<file path="src/sv/nrr_pkg.sv">
`default_nettype none

package nrr_pkg;

  localparam int MaxWidthDefault  = 512;
  localparam int MaxHeightDefault = 512;

  // command queue between front and back, and result queue at the output
  localparam int QueueDepth = 4;
  localparam int OutDepth   = 4;

  localparam int CfgAddrW = 4;
  localparam int CfgDataW = 32;

  typedef enum logic [1:0] {
    RegFrameWidth  = 2'd0,
    RegFrameHeight = 2'd1,
    RegRotation    = 2'd2,
    RegMirror      = 2'd3
  } reg_idx_e;

  typedef enum logic [1:0] {
    RotNone         = 2'd0,
    RotQuarter      = 2'd1,
    RotHalf         = 2'd2,
    RotThreeQuarter = 2'd3
  } rot_e;

  typedef enum logic {
    OpWrite = 1'b0,
    OpRead  = 1'b1
  } op_e;

  typedef enum logic [2:0] {
    KindRead   = 3'd0,
    KindLumaWr = 3'd1,
    KindUWr    = 3'd2,
    KindVWr    = 3'd3,
    KindError  = 3'd4
  } kind_e;

  typedef enum logic [1:0] {
    StatusPixel = 2'd0,
    StatusWrite = 2'd1,
    StatusError = 2'd2
  } status_e;

  typedef struct packed {
    logic [9:0] frame_width;
    logic [9:0] frame_height;
    rot_e       rotation_code;
    logic       mirror_enable;
  } cfg_t;

  localparam logic [9:0] WidthReset  = 10'd512;
  localparam logic [9:0] HeightReset = 10'd512;
  localparam cfg_t CfgReset = '{
    frame_width:   WidthReset,
    frame_height:  HeightReset,
    rotation_code: RotQuarter,
    mirror_enable: 1'b1
  };

  // BT.601 integer coefficients
  localparam logic signed [19:0] CoefY      = 20'sd298;
  localparam logic signed [19:0] CoefRv     = 20'sd409;
  localparam logic signed [19:0] CoefGu     = 20'sd100;
  localparam logic signed [19:0] CoefGv     = 20'sd208;
  localparam logic signed [19:0] CoefBu     = 20'sd516;
  localparam logic signed [19:0] RoundTerm  = 20'sd128;
  localparam logic signed [19:0] ChromaBias = 20'sd128;

  function automatic int addr_bits(input int depth);
    return (depth > 1) ? $clog2(depth) : 1;
  endfunction

endpackage

`default_nettype wire

</file>
<file path="src/sv/nrr_fifo.sv">
`default_nettype none

module nrr_fifo #(
  parameter int Width = 8,
  parameter int Depth = 4,
  localparam int Aw = nrr_pkg::addr_bits(Depth)
) (
  input  logic             clk_i,
  input  logic             rst_ni,
  input  logic             push_i,
  input  logic [Width-1:0] wdata_i,
  input  logic             pop_i,
  output logic [Width-1:0] rdata_o,
  output logic             full_o,
  output logic             empty_o
);

  logic [Width-1:0] mem_q [Depth];
  logic [Aw-1:0]    wr_q, wr_d, rd_q, rd_d;
  logic [Aw:0]      count_q, count_d;
  logic             do_push, do_pop;

  assign full_o  = (count_q == (Aw + 1)'(Depth));
  assign empty_o = (count_q == '0);
  assign do_push = push_i && !full_o;
  assign do_pop  = pop_i && !empty_o;
  assign rdata_o = mem_q[rd_q];

  always_comb begin
    wr_d    = do_push ? wr_q + 1'b1 : wr_q;
    rd_d    = do_pop ? rd_q + 1'b1 : rd_q;
    count_d = count_q + (Aw + 1)'(do_push) - (Aw + 1)'(do_pop);
  end

  always_ff @(posedge clk_i or negedge rst_ni) begin
    if (!rst_ni) begin
      wr_q    <= '0;
      rd_q    <= '0;
      count_q <= '0;
    end else begin
      wr_q    <= wr_d;
      rd_q    <= rd_d;
      count_q <= count_d;
    end
  end

  always_ff @(posedge clk_i) begin
    if (do_push) begin
      mem_q[wr_q] <= wdata_i;
    end
  end

endmodule

`default_nettype wire

</file>
<file path="config.mk">
export PLATFORM = sky130hd
export DESIGN_NAME = nrr_fifo
export DESIGN_NICKNAME = d
export VERILOG_FILES = /design/src/sv/nrr_pkg.sv /design/src/sv/nrr_fifo.sv
export SDC_FILE = /design/constraint.sdc
export NUM_CORES = 1
export LEC_CHECK = 0
export ABC_AREA = 1
export BUFFER_PORTS_ARGS = -buffer_cell sky130_fd_sc_hd__buf_2
export CAP_MARGIN = 20
export CORE_MARGIN = 5
export CORE_UTILIZATION = 55
export CTS_BUF_LIST = sky130_fd_sc_hd__clkbuf_4
export CTS_CLUSTER_SIZE = 25
export DETAILED_ROUTE_END_ITERATION = 8
export PLACE_DENSITY_LB_ADDON = 0.25
export SLEW_MARGIN = 10
export SYNTH_ARGS = -nofsm -noshare
export SYNTH_HDL_FRONTEND = slang
export SYNTH_SLANG_ARGS = --single-unit
</file>
<file path="constraint.sdc">
create_clock -name clk_i -period 2.4 [get_ports clk_i]
set_input_delay 0.72 -clock clk_i [delete_from_list [all_inputs] [get_ports clk_i]]
set_output_delay 0.72 -clock clk_i [all_outputs]
set_load 0.005 [all_outputs]
</file>
==> metrics.yaml <==
p_per_area_nw_per_um2: 1200
ctsResizeCount: 0
layout-drive-gt1-share: 0.206
synth-main-ff-cell: "edfxtp_1"
crit_end: "rdata_o[1]"
clock_sinks: 39
cts_buffers: 5
hold_viol: 0
postRouteAntennaNets: 0
clk_latency_ns: 0.34
routed_wirelength_um: 2840
core_sq_um: 3030
end_kind: "output port"
dpl_cell_area_sq_um: 1880
wl_per_cell_um: 12.2
ys_ff_latch: 39
fp.dieH_um: 66.0
synthCells: 159
slew_viol_final: 0
swShare: 0.337
clkPwrFrac: 0.227
async_flop_share: 0.179
ctsRootBufferMaster: "clkbuf_4"
num_vias: 1117
grt_pass1_vias: 1068
port_buffers: 21
grt_pass1_wl_um: 4830
setup_tns_ns: 0
synthesis.nets: 178
p_int_mw: 1.58
grt_use_total: 0.154
num_io_pins: 22
fin_nets: 207
yosys.area.top_type: "edfxtp_1"
clock.fmax_ghz: 0.468
crit_arrival_ns: 1.42
worst_slew_pin_slew_ns: 0.336
cap_violations: 0
antenna_cells: 0
seqPwrFrac: 0.413
critical_path.max_fanout: 24
required_ns: 1.68
areaGrowthSynthToFinish_pct: 15.4
clockBufferDepth: 2
synth_top_area_share: 0.557
synth-warning-count: 0
grt_overflow_total: 0
grt_start_max_net_pins: 25
leakagePower_nw: 0.917
crit_start: "rd_q[0]"
finalCriticalPeriod_ns: 2.14
vias_per_cell: 4.79
synth.most_common_cell: "nand2_1"
r2r_cells: 10
first_pass_iters: 4
ys_seq_area_frac: 0.658
worst_slack_ns: 0.264
rows: 20
synthTopCellsByCount: "42 x nand2_1, 32 x edfxtp_1, 23 x inv_1"
report.power.total_mw: 2.38
setup_viol: 0
drc: 0
status: "finished, final reports clean"
synthTopCellsByArea: "edfxtp_1 56%, dfrtp_1 10%, nand2_1 9.1%, inv_1 5.0%, ha_1 4.4%"
r2r_start: "count_q[1]"
die-area_sq_um: 4360
clkSlewWorstSetupHoldPaths_ns: 0.11
cp-start-kind: "flop"
switching_power_mw: 0.803
pre_cts_slack_ns: 0.282
die_w_um: 66.0
stdcell_area_sq_um: 1990
syn_area_per_cell_sq_um: 10.9
start_util: 0.570
combPwrFrac: 0.360
antenna_found_initial: 0
vdd_drop_max_mv: 0.751
place_congestion: 0.774
relSlewSlack: 0.775
fin_crit_sh: 0.890
rrSetupSlack_ns: 0.42
cts_hold_buf: 0
dp_hpwl_um: 1980
r2r_end: "count_q[2]"
fill_cells: 237
ctsHtreeMaxLevel: 2
rsz0062_at_grt: "false"
critical_path_class: "reg2out"
min_path_type: "in2async"
synth_cell_types: 16
synth_area_sq_um: 1730
cts_setup_buffers: 0
synth_edf_count: 32
first_iter_violations: 49
cts_tree: "done"
skew_ns: 0.00619
-- state kept, by name, summed over array words and instances (netlist names) --
| register | cells |
|---|---|
| count_q | 3 |
| mem_q | 32 |
| rd_q | 2 |
| wr_q | 2 |
-- logic make-up (layout without fill, tap and decap cells) --
kind of cell | count (synthesis) | count (layout) | synth area share
AO/OA/AOI/OAI | 16 | 16 | 0.0464
adder cells (fa/ha/maj) | 7 | 7 | 0.0551
buffers and inverters | 28 | 58 | 0.0761
flip-flops | 39 | 39 | 0.658
AND/OR/NAND/NOR | 69 | 69 | 0.164
-- worst max-delay path, stage by stage, from the launching register on --
cell	delay [ns]
dfrtp_1	0.42
buf_6	0.23
nor2_1	0.07
nor2_1	0.09
o21ai_0	0.09
nand2_1	0.08
buf_2	0.10
-- metrics by stage --
stage	cells	utilization	hold slack, ns
2_1_floorplan	159	-	0.424
3_3_place_gp	225	0.621	0.474
3_5_place_dp	225	0.621	0.486
4_1_cts	233	0.656	0.184
5_1_grt	233	0.657	0.180
6_report	233	0.657	0.192
-- power by group through the flow --
stage	registers, mW	clock network (mW)	logic, mW
final	0.983	0.540	0.857
after global routing	1.00	0.583	0.994
after CTS	0.982	0.551	0.866
after detailed placement	0.998	0	0.864
after global placement	0.988	0	0.821
after floorplan	0.978	0	0.619
-- cell type report --
cell class | count | area, sq um | share of cell area
Multi-Input combinational cell | 92 | 458 | 0.230
Clock inverter | 2 | 60.1 | 0.0302
Inverter | 24 | 90.1 | 0.0453
Timing Repair Buffer | 26 | 146 | 0.0735
Sequential cell | 39 | 1140 | 0.571
Clock buffer | 6 | 45.0 | 0.0226
Tap cell | 44 | 55.1 | 0.0277
-- layer usage --
layer / share of wire / track usage / up-vias / routed length (um)
met1: 0.44 / 0.188 / 520 / 1250
met2: 0.49 / 0.250 / 27 / 1390
met3: 0.060 / 0.0595 / 4 / 170
met4: 0.0091 / 0.0533 / 0 / 26
met5: 0 / 0 / - / 0
li1: - / - / 566 / -
-- worst min path at each step --
stage	startpoint	to	slack, ns	depth (start not counted)
6_report	rst_ni	count_q[2]	0.19	1
5_1_grt	rst_ni	count_q[2]	0.18	1
4_1_cts	rst_ni	rd_q[0]	0.18	1
3_5_place_dp	rd_q[1]	rd_q[1]	0.49	2
3_3_place_gp	rd_q[1]	rd_q[1]	0.47	2
2_1_floorplan	rst_ni	count_q[0]	0.42	0
-- cells in the final DEF, fill, tap and decap left out, types with 2 or more instances in the layout --
cell type,instances
clkbuf_4,6
nand2_1,42
o21ai_0,5
dfrtp_1,7
o21ai_1,11
buf_4,4
buf_2,21
ha_1,6
nor2_2,3
nor2_1,18
nand3_1,4
bufinv_16,2
edfxtp_1,32
inv_1,23
No activity file was read; power rests on OpenSTA's default activity.
