[src/sv/nrr_pkg.sv]
`default_nettype none

package nrr_pkg;

  localparam int MaxWidthDefault  = 512;
  localparam int MaxHeightDefault = 512;

  // command queue between front and back, and result queue at the output
  localparam int QueueDepth = 4;
  localparam int OutDepth   = 4;

  localparam int CfgAddrW = 4;
  localparam int CfgDataW = 32;

  typedef enum logic [1:0] {
    RegFrameWidth  = 2'd0,
    RegFrameHeight = 2'd1,
    RegRotation    = 2'd2,
    RegMirror      = 2'd3
  } reg_idx_e;

  typedef enum logic [1:0] {
    RotNone         = 2'd0,
    RotQuarter      = 2'd1,
    RotHalf         = 2'd2,
    RotThreeQuarter = 2'd3
  } rot_e;

  typedef enum logic {
    OpWrite = 1'b0,
    OpRead  = 1'b1
  } op_e;

  typedef enum logic [2:0] {
    KindRead   = 3'd0,
    KindLumaWr = 3'd1,
    KindUWr    = 3'd2,
    KindVWr    = 3'd3,
    KindError  = 3'd4
  } kind_e;

  typedef enum logic [1:0] {
    StatusPixel = 2'd0,
    StatusWrite = 2'd1,
    StatusError = 2'd2
  } status_e;

  typedef struct packed {
    logic [9:0] frame_width;
    logic [9:0] frame_height;
    rot_e       rotation_code;
    logic       mirror_enable;
  } cfg_t;

  localparam logic [9:0] WidthReset  = 10'd512;
  localparam logic [9:0] HeightReset = 10'd512;
  localparam cfg_t CfgReset = '{
    frame_width:   WidthReset,
    frame_height:  HeightReset,
    rotation_code: RotQuarter,
    mirror_enable: 1'b1
  };

  // BT.601 integer coefficients
  localparam logic signed [19:0] CoefY      = 20'sd298;
  localparam logic signed [19:0] CoefRv     = 20'sd409;
  localparam logic signed [19:0] CoefGu     = 20'sd100;
  localparam logic signed [19:0] CoefGv     = 20'sd208;
  localparam logic signed [19:0] CoefBu     = 20'sd516;
  localparam logic signed [19:0] RoundTerm  = 20'sd128;
  localparam logic signed [19:0] ChromaBias = 20'sd128;

  function automatic int addr_bits(input int depth);
    return (depth > 1) ? $clog2(depth) : 1;
  endfunction

endpackage

`default_nettype wire

[src/sv/nrr_front.sv]
`default_nettype none

module nrr_front #(
  parameter int MaxWidth  = nrr_pkg::MaxWidthDefault,
  parameter int MaxHeight = nrr_pkg::MaxHeightDefault,
  localparam int LumaAw   = nrr_pkg::addr_bits(MaxWidth * MaxHeight),
  localparam int ChromaAw = nrr_pkg::addr_bits(MaxWidth * MaxHeight / 4)
) (
  input  logic                 clk_i,
  input  logic                 rst_ni,
  input  nrr_pkg::cfg_t        cfg_i,
  input  logic                 in_valid_i,
  output logic                 in_ready_o,
  input  logic                 op_i,
  input  logic [18:0]          byte_addr_i,
  input  logic [7:0]           byte_value_i,
  input  logic [8:0]           out_col_i,
  input  logic [8:0]           out_row_i,
  output logic                 cmd_valid_o,
  input  logic                 cmd_ready_i,
  output nrr_pkg::kind_e       cmd_kind_o,
  output logic [LumaAw-1:0]    cmd_luma_addr_o,
  output logic [ChromaAw-1:0]  cmd_chroma_addr_o,
  output logic [7:0]           cmd_data_o
);

  localparam logic [19:0] PlaneReset =
    20'({10'd0, nrr_pkg::WidthReset} * {10'd0, nrr_pkg::HeightReset});
  localparam logic [20:0] Plane3hReset = {1'b0, PlaneReset} + {2'b0, PlaneReset[19:1]};

  logic [9:0] w, h, w_out, h_out, col10, row10, sx, sy;
  logic       size_ok, swap, rd_ok, is_luma, in_frame;
  logic [19:0] addr20, off;

  // frame plane size, follows the config registers
  logic [19:0] plane_q, plane_d;
  logic [20:0] plane3h_q, plane3h_d;
  // frame size the plane registers were computed from
  logic [9:0]  plane_w_q, plane_h_q;
  logic        plane_fresh;

  // stage A: classification and source coordinates
  logic                a_valid_q;
  nrr_pkg::kind_e      a_kind_q, a_kind_d;
  logic [9:0]          a_sx_q, a_sy_q;
  logic [18:0]         a_waddr_q, a_waddr_d;
  logic [7:0]          a_data_q;

  // stage B: store addresses
  logic                b_valid_q;
  nrr_pkg::kind_e      b_kind_q;
  logic [LumaAw-1:0]   b_luma_q, b_luma_d;
  logic [ChromaAw-1:0] b_chroma_q, b_chroma_d;
  logic [7:0]          b_data_q;

  logic [19:0] yi;
  logic [17:0] ci;
  logic        adv_a, adv_b;

  assign w = cfg_i.frame_width;
  assign h = cfg_i.frame_height;

  // input waits after a frame size change until the plane registers catch up
  assign plane_fresh = (plane_w_q == w) && (plane_h_q == h);

  assign adv_b      = !b_valid_q || cmd_ready_i;
  assign adv_a      = !a_valid_q || adv_b;
  assign in_ready_o = adv_a && plane_fresh;

  always_comb begin
    plane_d   = {10'd0, w} * {10'd0, h};
    plane3h_d = {1'b0, plane_d} + {2'b0, plane_d[19:1]};

    size_ok = (w >= 10'd2) && (32'(w) <= MaxWidth) && !w[0] &&
              (h >= 10'd2) && (32'(h) <= MaxHeight) && !h[0];

    swap  = (cfg_i.rotation_code == nrr_pkg::RotQuarter) ||
            (cfg_i.rotation_code == nrr_pkg::RotThreeQuarter);
    w_out = swap ? h : w;
    h_out = swap ? w : h;
    col10 = {1'b0, out_col_i};
    row10 = {1'b0, out_row_i};
    rd_ok = (col10 < w_out) && (row10 < h_out);

    case (cfg_i.rotation_code)
      nrr_pkg::RotNone: begin
        sx = col10;
        sy = row10;
      end
      nrr_pkg::RotQuarter: begin
        sx = row10;
        sy = col10;
      end
      nrr_pkg::RotHalf: begin
        sx = w - 10'd1 - col10;
        sy = h - 10'd1 - row10;
      end
      nrr_pkg::RotThreeQuarter: begin
        sx = row10;
        sy = h - 10'd1 - col10;
      end
      default: begin
        sx = col10;
        sy = row10;
      end
    endcase
    if (cfg_i.mirror_enable) begin
      sx = w - 10'd1 - sx;
    end

    addr20   = {1'b0, byte_addr_i};
    is_luma  = addr20 < plane_q;
    in_frame = {1'b0, addr20} < plane3h_q;
    off      = addr20 - plane_q;

    a_waddr_d = is_luma ? byte_addr_i : off[19:1];

    if (!size_ok) begin
      a_kind_d = nrr_pkg::KindError;
    end else if (op_i == nrr_pkg::OpRead) begin
      a_kind_d = rd_ok ? nrr_pkg::KindRead : nrr_pkg::KindError;
    end else if (is_luma) begin
      a_kind_d = nrr_pkg::KindLumaWr;
    end else if (in_frame) begin
      a_kind_d = off[0] ? nrr_pkg::KindVWr : nrr_pkg::KindUWr;
    end else begin
      a_kind_d = nrr_pkg::KindError;
    end
  end

  always_comb begin
    yi = {10'd0, a_sy_q} * {10'd0, w} + {10'd0, a_sx_q};
    ci = {9'd0, a_sy_q[9:1]} * {9'd0, w[9:1]} + {9'd0, a_sx_q[9:1]};
    if (a_kind_q == nrr_pkg::KindRead) begin
      b_luma_d   = LumaAw'(yi);
      b_chroma_d = ChromaAw'(ci);
    end else begin
      b_luma_d   = LumaAw'(a_waddr_q);
      b_chroma_d = ChromaAw'(a_waddr_q);
    end
  end

  always_ff @(posedge clk_i or negedge rst_ni) begin
    if (!rst_ni) begin
      a_valid_q <= 1'b0;
      b_valid_q <= 1'b0;
      plane_q   <= PlaneReset;
      plane3h_q <= Plane3hReset;
      plane_w_q <= nrr_pkg::WidthReset;
      plane_h_q <= nrr_pkg::HeightReset;
    end else begin
      plane_q   <= plane_d;
      plane3h_q <= plane3h_d;
      plane_w_q <= w;
      plane_h_q <= h;
      if (adv_a) begin
        a_valid_q <= in_valid_i && plane_fresh;
      end
      if (adv_b) begin
        b_valid_q <= a_valid_q;
      end
    end
  end

  always_ff @(posedge clk_i) begin
    if (adv_a) begin
      a_kind_q  <= a_kind_d;
      a_sx_q    <= sx;
      a_sy_q    <= sy;
      a_waddr_q <= a_waddr_d;
      a_data_q  <= byte_value_i;
    end
    if (adv_b) begin
      b_kind_q   <= a_kind_q;
      b_luma_q   <= b_luma_d;
      b_chroma_q <= b_chroma_d;
      b_data_q   <= a_data_q;
    end
  end

  assign cmd_valid_o       = b_valid_q;
  assign cmd_kind_o        = b_kind_q;
  assign cmd_luma_addr_o   = b_luma_q;
  assign cmd_chroma_addr_o = b_chroma_q;
  assign cmd_data_o        = b_data_q;

endmodule

`default_nettype wire

[config.mk]
export PLATFORM = sky130hd
export DESIGN_NAME = nrr_front
export DESIGN_NICKNAME = d
export VERILOG_FILES = /design/src/sv/nrr_pkg.sv /design/src/sv/nrr_front.sv
export SDC_FILE = /design/constraint.sdc
export NUM_CORES = 1
export LEC_CHECK = 0
export CAP_MARGIN = 20
export CORE_ASPECT_RATIO = 1.25
export CORE_MARGIN = 2
export CORE_UTILIZATION = 35
export CTS_CLUSTER_DIAMETER = 60
export CTS_CLUSTER_SIZE = 30
export DETAILED_ROUTE_END_ITERATION = 10
export DONT_BUFFER_PORTS = 1
export GPL_TIMING_DRIVEN = 1
export PLACE_DENSITY = 0.51
export SYNTH_ARGS = -nofsm -noshare
export SYNTH_HDL_FRONTEND = slang
export SYNTH_SLANG_ARGS = --single-unit
[constraint.sdc]
create_clock -name clk_i -period 10.8 [get_ports clk_i]
set_input_delay 1.62 -clock clk_i [delete_from_list [all_inputs] [get_ports clk_i]]
set_output_delay 1.62 -clock clk_i [all_outputs]
set_load 0.02 [all_outputs]
==> impl_metrics.toml <==
[run_status]
outcome = "finished clean"

[timing]
min_period_over_period = 0.683
max_slew_margin = 0.453
tightest_slew_ns = 0.821
final_max_slew_viol_count = 0
skew_ns = 0.0166
period_needed_ns = 7.38
hold_viol_final = 0
setup_viol = 0
finalSetupTns_ns = 0
fmax_ghz = 0.136
rsz0062_at_grt = "false"

[synthesis]
synth_nets = 2363
synthAdderAreaFrac = 0.342
syn_avg_cell_area_um2 = 9.47
synth_top_cell_area_share = 0.174
synth_cells = 1894
synthSimpleGateAreaFrac = 0.133
syn_area_um2 = 17900
synth_most_common_cell = "inv_1"
synth_compound_area_frac = 0.117
ys_types = 73
synth_top_family_by_area = "adder cells"
synth_area_leaders = "fa_1 (17%), ha_1 (17%), edfxtp_1 (16%), dfrtp_1 (8.1%), inv_1 (5.9%)"
yosysWarnings = 0
ys_seq_area_frac = 0.246
synth-seq-cells = 157
synthMuxAreaShare = 0.0232
synth-edff-count = 94
synth_xor_area_frac = 0.0639
synthTopCellsByCount = "inv_1 (284), ha_1 (240), nand2_1 (186)"
synthFlopType = "edfxtp_1"
synth_top_area_cell = "fa_1"
synth-async-reset-ratio = 0.401

[floorplanning]
rows = 92
initial_core_util = 0.355
die_h_um = 257
core_um2 = 50500
num_io_pins = 120
dieWidth_um = 206
die_area_um2 = 53100

[drt]
drt_iter0_drc = 559
dr_total_vias = 12700
drt_pass1_iterations = 5
wl_um = 46700
ant_nets = 0
vias_per_cell = 5.06
drc_errors = 0
avgRoutedWirePerCell_um = 18.5

[placement]
placed_cells = 2483
port-buffer-count = 0
dpl.hpwl_um = 37600
globalplace.congestion = 0.830

[clock_network]
ctsHoldBuffers = 0
cts_tree = "built"
clock_path_buffers = 2
clk_latency_ns = 0.49
path_clk_slew_ns = 0.07
cts_resized = 0
postCtsSetupBuffers = 0
cts_made_buffers = 17
root_buffer = "clkbuf_16"
cts_sinks = 157
htreeDepth = 4

[global_routing]
grt_first_pass_wirelength_um = 72300
grt_start_max_net_pins = 64
grt_remaining_overflow = 0
grt_antenna_before_repair = 0
grt_usage = 0.182
grt_pass1_vias = 12900

[cells_and_area]
fillers = 5063
final_cells = 2516
fin_nets = 2314
layout-drive-gt1-share = 0.0334
diodes = 0
area_growth_pct = 6.69

[worst_setup_path]
ff2ff_path_depth = 20
start_kind = "input pin"
critical-path-max-stage-delay_ns = 0.56
arrival_ns = 7.74
path_class = "in -> reg"
end_kind = "flop"
worstPathRequired_ns = 11.16
path_max_fanout = 26
cp_slowest_cell = "fa_1"
critical_path.most_common_cell = "fa_1"

[job]
maxCapViolations = 0

[hold_path]
min_path_type = "reg -> reg"
min_path_cells = 0
==> flip-flops by register name (all words and copies together) (netlist names), 16 cells and up <==
signal	count
plane3h_q	21
cmd_luma_addr_o	18
a_waddr_q	18
cmd_chroma_addr_o	16
plane_q	20
==> final timing paths <==
kind | start | endpoint | slack, ns
min reg2reg | a_data_q[4] | cmd_data_o[4] | 0.42
max | cfg_i[14] | plane3h_q[19] | 3.42
min | a_data_q[4] | cmd_data_o[4] | 0.42
max in group asynchronous | rst_ni | plane_h_q[9] | 9.75
min in group asynchronous | rst_ni | plane_q[19] | 0.82
max reg2reg | a_sy_q[4] | cmd_chroma_addr_o[15] | 4.98
==> worst max-delay path: cells and delay by family <==
family | cells | cell delay, ns
compound gates | 8 | 1.68
simple gates | 5 | 0.55
xor+xnor | 2 | 0.45
buf+inv | 4 | 0.20
fa+ha+maj | 7 | 3.19
==> logic make-up after synthesis <==
kind of cell    after synthesis
compound gates              326
xor+xnor                    129
fa+ha+maj                   396
buf+inv                     358
flops                       157
mux                          41
simple gates                487
==> cell usage in the layout (no fill, tap or decap), types with 4 or more instances in the layout <==
master | netlist | final
xor2_1 | 60 | 60
a21o_1 | 37 | 37
o21ai_0 | 89 | 89
nor2_1 | 62 | 62
mux2i_1 | 37 | 37
fa_1 | 156 | 156
buf_4 | 0 | 5
o21a_1 | 12 | 12
a21boi_0 | 7 | 7
inv_1 | 284 | 284
o31ai_1 | 8 | 8
and3_1 | 4 | 4
edfxtp_1 | 94 | 94
a21boi_1 | 6 | 6
inv_8 | 0 | 5
or3_1 | 7 | 7
o21ai_1 | 7 | 7
nand2_1 | 186 | 186
nand3b_1 | 5 | 5
o22ai_1 | 4 | 4
clkinv_8 | 0 | 5
a21oi_1 | 86 | 86
dfrtp_1 | 58 | 58
nor2b_1 | 15 | 15
nor3_1 | 29 | 29
and2_1 | 106 | 106
o21bai_1 | 16 | 16
clkbuf_16 | 0 | 17
a211oi_1 | 9 | 9
nand4_1 | 11 | 11
nand2b_1 | 17 | 16
dfstp_2 | 5 | 5
xnor2_1 | 67 | 67
ha_1 | 240 | 240
nand3_1 | 21 | 21
a31oi_1 | 9 | 9
nor4_1 | 10 | 10
==> final cells by class <==
type                            count  area, um^2  area share
Clock buffer                       17         425      0.0222
Clock inverter                     15         186     0.00975
Inverter                          284        1070      0.0557
Multi-Input combinational cell   1379       12200       0.637
Sequential cell                   157        4410       0.230
Tap cell                          658         823      0.0430
Timing Repair Buffer                6        45.0     0.00235
==> routing by layer <==
metal | global-route usage | share of wire
met4 | 0.0675 | 0.025
met2 | 0.330 | 0.54
met1 | 0.212 | 0.40
met3 | 0.0275 | 0.033
met5 | 0 | 0
==> through the flow <==
step	area, um^2	hold WS [ns]	util	worst slack (ns)
after global routing	19100	0.428	0.379	2.99
final	19100	0.421	0.379	3.42
after global placement	18500	0.401	0.366	3.02
after CTS	19100	0.423	0.378	3.44
after detailed placement	18500	0.405	0.366	2.91
after floorplan	17900	0.400	-	2.83
Power is not shown: default switching activity piles up to over one toggle a cycle in this logic, so the estimate is an artifact.
